===== config.mk =====
export PLATFORM = sky130hd
export DESIGN_NAME = serial_command_line_parser
export DESIGN_NICKNAME = d
export VERILOG_FILES = /design/src/hw/rtl/slp_pkg.sv /design/src/hw/rtl/slp_line_buf.sv /design/src/hw/rtl/slp_cmd_exec.sv /design/src/hw/rtl/serial_command_line_parser.sv
export SDC_FILE = /design/constraint.sdc
export NUM_CORES = 1
export LEC_CHECK = 0
export BUFFER_PORTS_ARGS = -buffer_cell sky130_fd_sc_hd__buf_2
export CAP_MARGIN = 15
export CORE_ASPECT_RATIO = 1.75
export CORE_UTILIZATION = 60
export CTS_CLUSTER_DIAMETER = 50
export CTS_CLUSTER_SIZE = 12
export DETAILED_ROUTE_END_ITERATION = 12
export PLACE_DENSITY = 0.9
export SLEW_MARGIN = 15
export SYNTH_ARGS = -nofsm -noshare
export SYNTH_HDL_FRONTEND = slang
export SYNTH_HIERARCHICAL = 1
export SYNTH_SLANG_ARGS = --single-unit

===== constraint.sdc =====
create_clock -name clk -period 10.4 [get_ports clk]
set_clock_uncertainty 0.15 [all_clocks]
set_input_delay 2.08 -clock clk [delete_from_list [all_inputs] [get_ports clk]]
set_output_delay 2.08 -clock clk [all_outputs]
set_load 0.01 [all_outputs]

===== src/hw/rtl/slp_pkg.sv =====
// Shared types, character codes and helpers of the serial command line parser.
// No dependencies; every other file of the block imports this package.
`default_nettype none

package slp_pkg;

  // Default sizes of the line store and the language list
  localparam int LINE_LEN_DEF   = 15;
  localparam int LANG_COUNT_DEF = 6;

  // Field widths
  localparam int CHAR_W  = 8;
  localparam int LEVEL_W = 10;
  localparam int TVAL_W  = 13;
  localparam int LANG_W  = 3;
  localparam int ALARM_W = 19;

  // Configuration register indexes
  localparam logic CFG_LEVEL_MIN = 1'b0;
  localparam logic CFG_LEVEL_MAX = 1'b1;

  // Reset values
  localparam logic [CHAR_W-1:0]  FILL_CHAR      = 8'd48;
  localparam logic [LEVEL_W-1:0] LEVEL_MIN_RST  = 10'd0;
  localparam logic [LEVEL_W-1:0] LEVEL_MAX_RST  = 10'd1000;
  localparam logic [LEVEL_W-1:0] STORED_LOW_RST  = 10'd0;
  localparam logic [LEVEL_W-1:0] STORED_HIGH_RST = 10'd1000;

  // Wrap guard tops
  localparam logic [5:0] HOUR_TOP   = 6'd11;
  localparam logic [5:0] MINSEC_TOP = 6'd59;

  // ASCII codes used by the decoder
  localparam logic [CHAR_W-1:0] CH_CR     = 8'h0D;
  localparam logic [CHAR_W-1:0] CH_LF     = 8'h0A;
  localparam logic [CHAR_W-1:0] CH_NUL    = 8'h00;
  localparam logic [CHAR_W-1:0] CH_SLASH  = 8'h2F;
  localparam logic [CHAR_W-1:0] CH_COLON  = 8'h3A;
  localparam logic [CHAR_W-1:0] CH_LBRACK = 8'h5B;
  localparam logic [CHAR_W-1:0] CH_RBRACK = 8'h5D;
  localparam logic [CHAR_W-1:0] CH_A      = 8'h41;
  localparam logic [CHAR_W-1:0] CH_H      = 8'h48;
  localparam logic [CHAR_W-1:0] CH_L      = 8'h4C;
  localparam logic [CHAR_W-1:0] CH_M      = 8'h4D;
  localparam logic [CHAR_W-1:0] CH_S      = 8'h53;

  // Two-letter language codes, index 0 first: PT EN EP FR DE IT
  localparam int LANG_CODE_N = 6;
  localparam logic [LANG_CODE_N-1:0][15:0] LANG_CODES = {
    16'h4954, 16'h4445, 16'h4652, 16'h4550, 16'h454E, 16'h5054
  };

  // Item kinds on the input channel
  typedef enum logic [1:0] {
    KIND_APPEND = 2'd0,
    KIND_EXEC   = 2'd1,
    KIND_CLEAR  = 2'd2
  } kind_t;

  // Command codes on the output channel
  typedef enum logic [2:0] {
    CMD_NONE       = 3'd0,
    CMD_LANGUAGE   = 3'd1,
    CMD_ALARM_LOW  = 3'd2,
    CMD_ALARM_HIGH = 3'd3,
    CMD_TIME       = 3'd4
  } command_t;

  // One input item as held in the input register
  typedef struct packed {
    logic [1:0]        kind;
    logic [CHAR_W-1:0] char_in;
    logic [4:0]        now_hours;
    logic [5:0]        now_minutes;
    logic [5:0]        now_seconds;
  } item_t;

  // One result item
  typedef struct packed {
    command_t                  command;
    logic [LANG_W-1:0]         language_sel;
    logic [LEVEL_W-1:0]        level_low;
    logic [LEVEL_W-1:0]        level_high;
    logic                      hours_write;
    logic signed [TVAL_W-1:0]  hours_value;
    logic                      minutes_write;
    logic signed [TVAL_W-1:0]  minutes_value;
    logic                      seconds_write;
    logic signed [TVAL_W-1:0]  seconds_value;
  } result_t;

  // Update request from the pipeline to the line buffer
  typedef struct packed {
    logic              append;
    logic              clear;
    logic [CHAR_W-1:0] char_in;
  } line_op_t;

  // Digit value of a byte, unchecked: byte - '0'
  function automatic logic signed [8:0] digit(input logic [CHAR_W-1:0] b);
    return $signed({1'b0, b}) - 9'sd48;
  endfunction

  // tens*10 + units from two bytes
  function automatic logic signed [TVAL_W-1:0] two_digits(input logic [CHAR_W-1:0] t,
                                                          input logic [CHAR_W-1:0] u);
    logic signed [TVAL_W-1:0] dt;
    logic signed [TVAL_W-1:0] du;
    dt = TVAL_W'(digit(t));
    du = TVAL_W'(digit(u));
    return dt * 13'sd10 + du;
  endfunction

  // Write flag: clear it at the wrap points of the current reading
  function automatic logic wrap_guard(input logic [5:0] now,
                                      input logic signed [TVAL_W-1:0] val,
                                      input logic [5:0] top);
    logic skip;
    skip = ((now == 6'd0) && (val < 13'sd0)) ||
           ((now == top) && (val > $signed(TVAL_W'(now))));
    return !skip;
  endfunction

endpackage

`default_nettype wire


===== src/hw/rtl/slp_line_buf.sv =====
// Line store of the parser: byte registers preset to '0' and the write position.
// Depends on slp_pkg.
`default_nettype none

module slp_line_buf #(
  parameter int LINE_LEN = slp_pkg::LINE_LEN_DEF
) (
  input  wire logic                                  clk,
  input  wire logic                                  rst,
  input  wire slp_pkg::line_op_t                     op,
  output logic [LINE_LEN-1:0][slp_pkg::CHAR_W-1:0]   line
);
  import slp_pkg::*;

  localparam int POS_W = $clog2(LINE_LEN + 1);

  logic [POS_W-1:0] write_pos;
  logic             full;
  logic             keep_char;

  assign full      = (write_pos >= POS_W'(LINE_LEN));
  assign keep_char = (op.char_in != CH_CR) && (op.char_in != CH_LF) &&
                     (op.char_in != CH_NUL);

  // Advance the write position, wrap it on a full line
  always_ff @(posedge clk) begin
    if (rst || op.clear) begin
      write_pos <= '0;
    end else if (op.append) begin
      if (full) begin
        write_pos <= '0;
      end else if (keep_char) begin
        write_pos <= write_pos + POS_W'(1);
      end
    end
  end

  // Store the byte at the write position, preset all bytes on clear
  always_ff @(posedge clk) begin
    for (int i = 0; i < LINE_LEN; i++) begin
      if (rst || op.clear) begin
        line[i] <= FILL_CHAR;
      end else if (op.append && !full && keep_char && (write_pos == POS_W'(i))) begin
        line[i] <= op.char_in;
      end
    end
  end

endmodule

`default_nettype wire


===== src/hw/rtl/slp_cmd_exec.sv =====
// Command decoder and settings registers: language, alarm levels, clock writes.
// Depends on slp_pkg; reads the bytes held by slp_line_buf.
`default_nettype none

module slp_cmd_exec #(
  parameter int LINE_LEN   = slp_pkg::LINE_LEN_DEF,
  parameter int LANG_COUNT = slp_pkg::LANG_COUNT_DEF
) (
  input  wire logic                                 clk,
  input  wire logic                                 rst,
  input  wire logic                                 exec,
  input  wire logic [LINE_LEN-1:0][slp_pkg::CHAR_W-1:0] line,
  input  wire slp_pkg::item_t                       item,
  input  wire logic [slp_pkg::LEVEL_W-1:0]          level_min,
  input  wire logic [slp_pkg::LEVEL_W-1:0]          level_max,
  output slp_pkg::result_t                          result
);
  import slp_pkg::*;

  logic [LANG_W-1:0]  language_reg;
  logic [LEVEL_W-1:0] stored_low;
  logic [LEVEL_W-1:0] stored_high;
  logic [LANG_W-1:0]  language_next;
  logic [LEVEL_W-1:0] stored_low_next;
  logic [LEVEL_W-1:0] stored_high_next;

  logic                      lang_hit;
  logic [LANG_W-1:0]         lang_idx;
  logic signed [ALARM_W-1:0] alarm_val;
  logic [LEVEL_W-1:0]        alarm_clamped;
  logic                      is_lang;
  logic                      is_alarm;
  logic                      is_time;
  logic                      framed;
  logic signed [TVAL_W-1:0]  hours_val;
  logic signed [TVAL_W-1:0]  minutes_val;
  logic signed [TVAL_W-1:0]  seconds_val;

  // Search the language codes, first match wins
  always_comb begin
    lang_hit = 1'b0;
    lang_idx = '0;
    for (int i = 0; i < LANG_CODE_N; i++) begin
      if (!lang_hit && (line[2] == LANG_CODES[i][15:8]) && (line[3] == LANG_CODES[i][7:0]))
      begin
        lang_hit = 1'b1;
        lang_idx = LANG_W'(i % LANG_COUNT);
      end
    end
  end

  // Four-digit alarm level and its clamp
  always_comb begin
    alarm_val = ALARM_W'(digit(line[6])) * 19'sd1000 +
                ALARM_W'(digit(line[7])) * 19'sd100 +
                ALARM_W'(digit(line[8])) * 19'sd10 +
                ALARM_W'(digit(line[9]));
    if (alarm_val > $signed(ALARM_W'(level_max))) begin
      alarm_clamped = level_max;
    end else if (alarm_val < $signed(ALARM_W'(level_min))) begin
      alarm_clamped = level_min;
    end else begin
      alarm_clamped = alarm_val[LEVEL_W-1:0];
    end
  end

  assign is_lang  = (line[1] == CH_L);
  assign is_alarm = (line[0] == CH_SLASH) && (line[1] == CH_A) &&
                    (line[2] == CH_L) && (line[3] == CH_M);
  assign is_time  = (line[1] == CH_H) && (line[2] == CH_COLON) && (line[5] == CH_M) &&
                    (line[6] == CH_COLON) && (line[9] == CH_S) && (line[10] == CH_COLON);
  assign framed   = (line[5] == CH_LBRACK) && (line[10] == CH_RBRACK);

  assign hours_val   = two_digits(line[3], line[4]);
  assign minutes_val = two_digits(line[7], line[8]);
  assign seconds_val = two_digits(line[11], line[12]);

  // Decode the line into the next settings and the result
  always_comb begin
    language_next    = language_reg;
    stored_low_next  = stored_low;
    stored_high_next = stored_high;
    result           = '0;
    result.command   = CMD_NONE;
    priority if (is_lang) begin
      if (lang_hit) begin
        language_next  = lang_idx;
        result.command = CMD_LANGUAGE;
      end
    end else if (is_alarm) begin
      if (framed && (line[4] == CH_L)) begin
        if (alarm_clamped < stored_high) begin
          stored_low_next = alarm_clamped;
        end
        result.command = CMD_ALARM_LOW;
      end else if (framed && (line[4] == CH_H)) begin
        if (alarm_clamped > stored_low) begin
          stored_high_next = alarm_clamped;
        end
        result.command = CMD_ALARM_HIGH;
      end
    end else if (is_time) begin
      result.command       = CMD_TIME;
      result.hours_write   = wrap_guard({1'b0, item.now_hours}, hours_val, HOUR_TOP);
      result.hours_value   = hours_val;
      result.minutes_write = wrap_guard(item.now_minutes, minutes_val, MINSEC_TOP);
      result.minutes_value = minutes_val;
      result.seconds_write = wrap_guard(item.now_seconds, seconds_val, MINSEC_TOP);
      result.seconds_value = seconds_val;
    end else begin
      // unknown line: report no command, keep the settings
      result.command = CMD_NONE;
    end
    result.language_sel = language_next;
    result.level_low    = stored_low_next;
    result.level_high   = stored_high_next;
  end

  // Commit the settings when an execute beat leaves the input register
  always_ff @(posedge clk) begin
    if (rst) begin
      language_reg <= '0;
      stored_low   <= STORED_LOW_RST;
      stored_high  <= STORED_HIGH_RST;
    end else if (exec) begin
      language_reg <= language_next;
      stored_low   <= stored_low_next;
      stored_high  <= stored_high_next;
    end
  end

endmodule

`default_nettype wire


===== src/hw/rtl/serial_command_line_parser.sv =====
// Top level of the serial command line parser: input register, line buffer,
// command decoder and result register. Depends on slp_pkg, slp_line_buf, slp_cmd_exec.
//
//   channel  dir  handshake            payload
//   s_*      in   s_tvalid / s_tready  s_tuser kind, s_tdata char and clock reading
//   m_*      out  m_tvalid / m_tready  m_tuser command, m_tdata levels and time fields
//   cfg_*    in   cfg_we               cfg_index selects level_min / level_max
//
// One beat per cycle while no execute beat stalls: a beat is held in the input register,
// then the line buffer and decoder act on it; an execute beat loads the result register.
// An execute beat raises m_tvalid as it loads the result register; other kinds give none.
// Reset presets the line to '0', the levels to 0 / 1000 and the language to 0.
// A held result stalls an execute beat in the input register and with it s_tready;
// appends and clears in the input register never wait.
`default_nettype none

module serial_command_line_parser #(
  parameter int LINE_LEN   = slp_pkg::LINE_LEN_DEF,
  parameter int LANG_COUNT = slp_pkg::LANG_COUNT_DEF
) (
  input  wire logic                         clk,
  input  wire logic                         rst,
  input  wire logic                         s_tvalid,
  output logic                              s_tready,
  // bits from 0: char_in[7:0], now_hours[12:8], now_minutes[18:13],
  // now_seconds[24:19], zero pad
  input  wire logic [31:0]                  s_tdata,
  // bits from 0: kind[1:0]
  input  wire logic [1:0]                   s_tuser,
  output logic                              m_tvalid,
  input  wire logic                         m_tready,
  // bits from 0: language_sel[2:0], level_low[12:3], level_high[22:13],
  // hours_write[23], hours_value[36:24], minutes_write[37], minutes_value[50:38],
  // seconds_write[51], seconds_value[64:52], zero pad
  output logic [71:0]                       m_tdata,
  // bits from 0: command[2:0]
  output logic [2:0]                        m_tuser,
  input  wire logic                         cfg_we,
  input  wire logic                         cfg_index,
  input  wire logic [slp_pkg::LEVEL_W-1:0]  cfg_wdata
);
  import slp_pkg::*;

  logic               in_valid;
  item_t              in_item;
  logic               in_exec;
  logic               advance;
  logic               out_free;
  line_op_t           line_op;
  logic [LINE_LEN-1:0][CHAR_W-1:0] line;
  result_t            result;
  result_t            out_res;
  logic [LEVEL_W-1:0] level_min;
  logic [LEVEL_W-1:0] level_max;

  // Configuration registers
  always_ff @(posedge clk) begin
    if (rst) begin
      level_min <= LEVEL_MIN_RST;
      level_max <= LEVEL_MAX_RST;
    end else if (cfg_we) begin
      unique case (cfg_index)
        CFG_LEVEL_MIN: level_min <= cfg_wdata;
        CFG_LEVEL_MAX: level_max <= cfg_wdata;
        default: ;
      endcase
    end
  end

  // Handshake: an execute beat waits for a free result slot
  assign in_exec  = (in_item.kind == KIND_EXEC);
  assign out_free = !m_tvalid || m_tready;
  assign advance  = in_valid && (!in_exec || out_free);
  assign s_tready = !in_valid || advance;

  // Input register
  always_ff @(posedge clk) begin
    if (rst) begin
      in_valid <= 1'b0;
    end else if (s_tready) begin
      in_valid <= s_tvalid;
    end
  end

  always_ff @(posedge clk) begin
    if (s_tready && s_tvalid) begin
      in_item.kind        <= s_tuser;
      in_item.char_in     <= s_tdata[7:0];
      in_item.now_hours   <= s_tdata[12:8];
      in_item.now_minutes <= s_tdata[18:13];
      in_item.now_seconds <= s_tdata[24:19];
    end
  end

  // Line buffer update request
  assign line_op.append  = advance && (in_item.kind == KIND_APPEND);
  assign line_op.clear   = advance && (in_item.kind == KIND_CLEAR);
  assign line_op.char_in = in_item.char_in;

  slp_line_buf #(
    .LINE_LEN (LINE_LEN)
  ) u_line_buf (
    .clk  (clk),
    .rst  (rst),
    .op   (line_op),
    .line (line)
  );

  slp_cmd_exec #(
    .LINE_LEN   (LINE_LEN),
    .LANG_COUNT (LANG_COUNT)
  ) u_cmd_exec (
    .clk        (clk),
    .rst        (rst),
    .exec       (advance && in_exec),
    .line       (line),
    .item       (in_item),
    .level_min  (level_min),
    .level_max  (level_max),
    .result     (result)
  );

  // Result register
  always_ff @(posedge clk) begin
    if (rst) begin
      m_tvalid <= 1'b0;
    end else if (advance && in_exec) begin
      m_tvalid <= 1'b1;
    end else if (m_tready) begin
      m_tvalid <= 1'b0;
    end
  end

  always_ff @(posedge clk) begin
    if (advance && in_exec) begin
      out_res <= result;
    end
  end

  // Pack the result beat
  assign m_tuser = out_res.command;
  assign m_tdata = {7'd0,
                    out_res.seconds_value, out_res.seconds_write,
                    out_res.minutes_value, out_res.minutes_write,
                    out_res.hours_value, out_res.hours_write,
                    out_res.level_high, out_res.level_low,
                    out_res.language_sel};

  // Stored low level always stays below the high level
  assert property (@(posedge clk) disable iff (rst)
    m_tvalid |-> (out_res.level_low < out_res.level_high))
    else $error("alarm levels out of order");

  // Language index stays within the configured list
  assert property (@(posedge clk) disable iff (rst)
    m_tvalid |-> (out_res.language_sel < LANG_W'(LANG_COUNT)))
    else $error("language index out of range");

  // Time fields are zero for every command other than a clock set
  assert property (@(posedge clk) disable iff (rst)
    (m_tvalid && (out_res.command != CMD_TIME)) |->
      (!out_res.hours_write && !out_res.minutes_write && !out_res.seconds_write &&
       (out_res.hours_value == '0) && (out_res.minutes_value == '0) &&
       (out_res.seconds_value == '0)))
    else $error("time fields set without a clock command");

endmodule

`default_nettype wire

==> reports/metrics.cfg <==
[outcome]
outcome=finished, final reports clean

[final_layout]
diodes=0
drive_gt1_share_pct=12.7
finalNetCount=2423
finish.utilization_pct=67.3
regMostFlops=u_line_buf/line
nFillCells=2093
area_growth_pct=9.62
largest_reg_flops=104

[pwr]
peakVddDrop_v=0.000147
p_leak_uw=0.0105
clockPowerShare_pct=43.6
share_comb_of_total_power_pct=7.2
power.internal_uw=1580
p_sw_uw=504
sw_frac_of_total_pct=24.1
pwr-share-seq_pct=49.2
power_density_nw_per_um2=100

[die]
die_h_um=237
start_util_pct=61.4
die_x_um=136
rows=85
core_region_area_um2=30900
num_io_pins=127
die-area_um2=32400

[cts]
cts_tree=yes
htree_levels=1
cts_sinks=248
clock_path_buffers=3
clk_pin_slew_ns=0.06
ctsHoldBuffers=0
cts_root_buf=clkbuf_16
clk_latency_ns=0.55
cts-buffers-inserted=27
postCtsSetupBuffers=0

[global_route]
grt_pass1_vias=16200
grt_max_degree=82
grt_overflow=0
antenna_found_initial=0
grt.total_usage_pct=29.6
grt_pass1_wl_um=75900

[detailed_routing]
routedWlPerCell_um=19.4
antenna_left=0
drtPass1Iterations=7
drt_wl_total_um=47800
via_count=15000
drc=0
drt_iter0_markers=847
via_per_inst=6.08

[logic_synthesis]
yosys_warnings=6
synthCells=1947
syn_area_um2=19000
post_synth.cell_area_avg_um2=9.75

[worst_setup_path]
critPathSlowestCell=fa_1
worstPathArrival_ns=10.14
worstSetupPathType=reg -> reg
reg2reg_slack_ns=0.40
start_kind=flop
reg2reg_from=u_line_buf/line[53]
slowest_delay_ns=0.54
cp-startpoint=u_line_buf/line[53]
cp_max_fo=8
endpoint_kind=flop
cp.required_ns=10.54

[run]
drv_cap=0

[sta]
slew_headroom_pct=41.3
setup_viol=0
tightest_slew_ns=0.879
whs_ns=0.312
fin_crit_ns=10.00
slew_violations=0
final-hold-violation-count=0
max_clock_freq_mhz=100
fin_crit_sh_pct=96.2

[place]
io_buffers=112
gp_congestion=0.915
hpwl_um=34500

[hold_path]
hold_path.class=reg -> reg
min_from=u_cmd_exec/stored_high[2]

-- power by group through the flow --
stage                     logic (µW)  registers, µW  clock network (µW)
after floorplan                 96.9           1050                   0
after global placement           135           1050                   0
after detailed placement         142           1050                   0
after CTS                        144           1030                 918
after global routing             160           1030                 954
final                            150           1030                 911
-- repair_timing --
action,CTS,global route
endpoints found under the hold margin,0,0
resized for setup,3,10
pin swaps,1,4
cloned,0,1
endpoints found under the setup margin,12,32
-- path summary, 6_finish.rpt --
path                                             endpoint  depth (start not counted)
worst min-delay path            u_cmd_exec/stored_high[2]                          2
worst max register to register                 m_tdata[7]                         34
worst min register to register  u_cmd_exec/stored_high[2]                          2
worst max-delay path                           m_tdata[7]                         34
-- cells in the final DEF, fill, tap and decap left out, types with 7 or more instances in the layout --
master     count
o21bai_1      12
dfxtp_1      151
fa_1          70
conb_1         8
nand3_1       21
o21ai_0       50
nand4_1        9
a31oi_1        7
ha_1         247
a21o_1        35
nor2b_1       23
nor4_1        12
edfxtp_1      95
mux2_4        11
xnor2_1       65
a211o_1        8
buf_2        112
xor2_1        46
clkbuf_1      11
a21boi_0       7
nor2_1       106
nand4b_1       7
mux2i_1      124
nand2b_1      18
nor3_1        31
o211ai_1       9
buf_4         19
inv_1        241
and2_1        13
o21a_1         7
clkbuf_16     27
and3_1         9
nand2_1      200
a21oi_1       88
a2111oi_0      7
-- per-layer routing --
metal / vias to the layer above / GRT usage [%] / share of wire (%)
met3: 258 / 4.37 / 5.0
met5: - / 0 / 0
met4: 0 / 25.8 / 8.7
met2: 616 / 54.9 / 53
li1: 6918 / - / -
met1: 7188 / 27.4 / 33
-- cell type report --
cell class                 count  area [µm²]  area share, %
clock buffer                  39         731           3.51
sequential                   248        5920           28.4
inverter                     243         912           4.38
multi-input combinational   1404       12000           57.6
clock inverter                 6        78.8          0.379
tap                          391         489           2.35
timing repair buffer         131         703           3.38
-- worst max-delay path, delay by kind of cell, from the launching register on --
family | cells | cell delay [ns]
AO/OA/AOI/OAI | 11 | 2.79
AND/OR/NAND/NOR | 6 | 1.40
XOR/XNOR | 2 | 0.44
adder cells (fa/ha/maj) | 9 | 3.48
buffers and inverters | 4 | 0.47
multiplexers | 2 | 0.59
flip-flops | 1 | 0.41
-- stage by stage --
stage	instances	setup slack (ns)	power (µW)	TNS, ns	instance area (µm²)
after detailed placement	2416	-0.0768	1190	-0.720	19900
after floorplan	1953	1.13	1140	0	19000
after global routing	2462	-0.0144	2140	-0.0649	20800
after global placement	2416	0.261	1180	0	19900
after CTS	2461	0.0977	2090	0	20800
final	2462	0.399	2090	0	20800
Power figures use the tool's default switching activity.
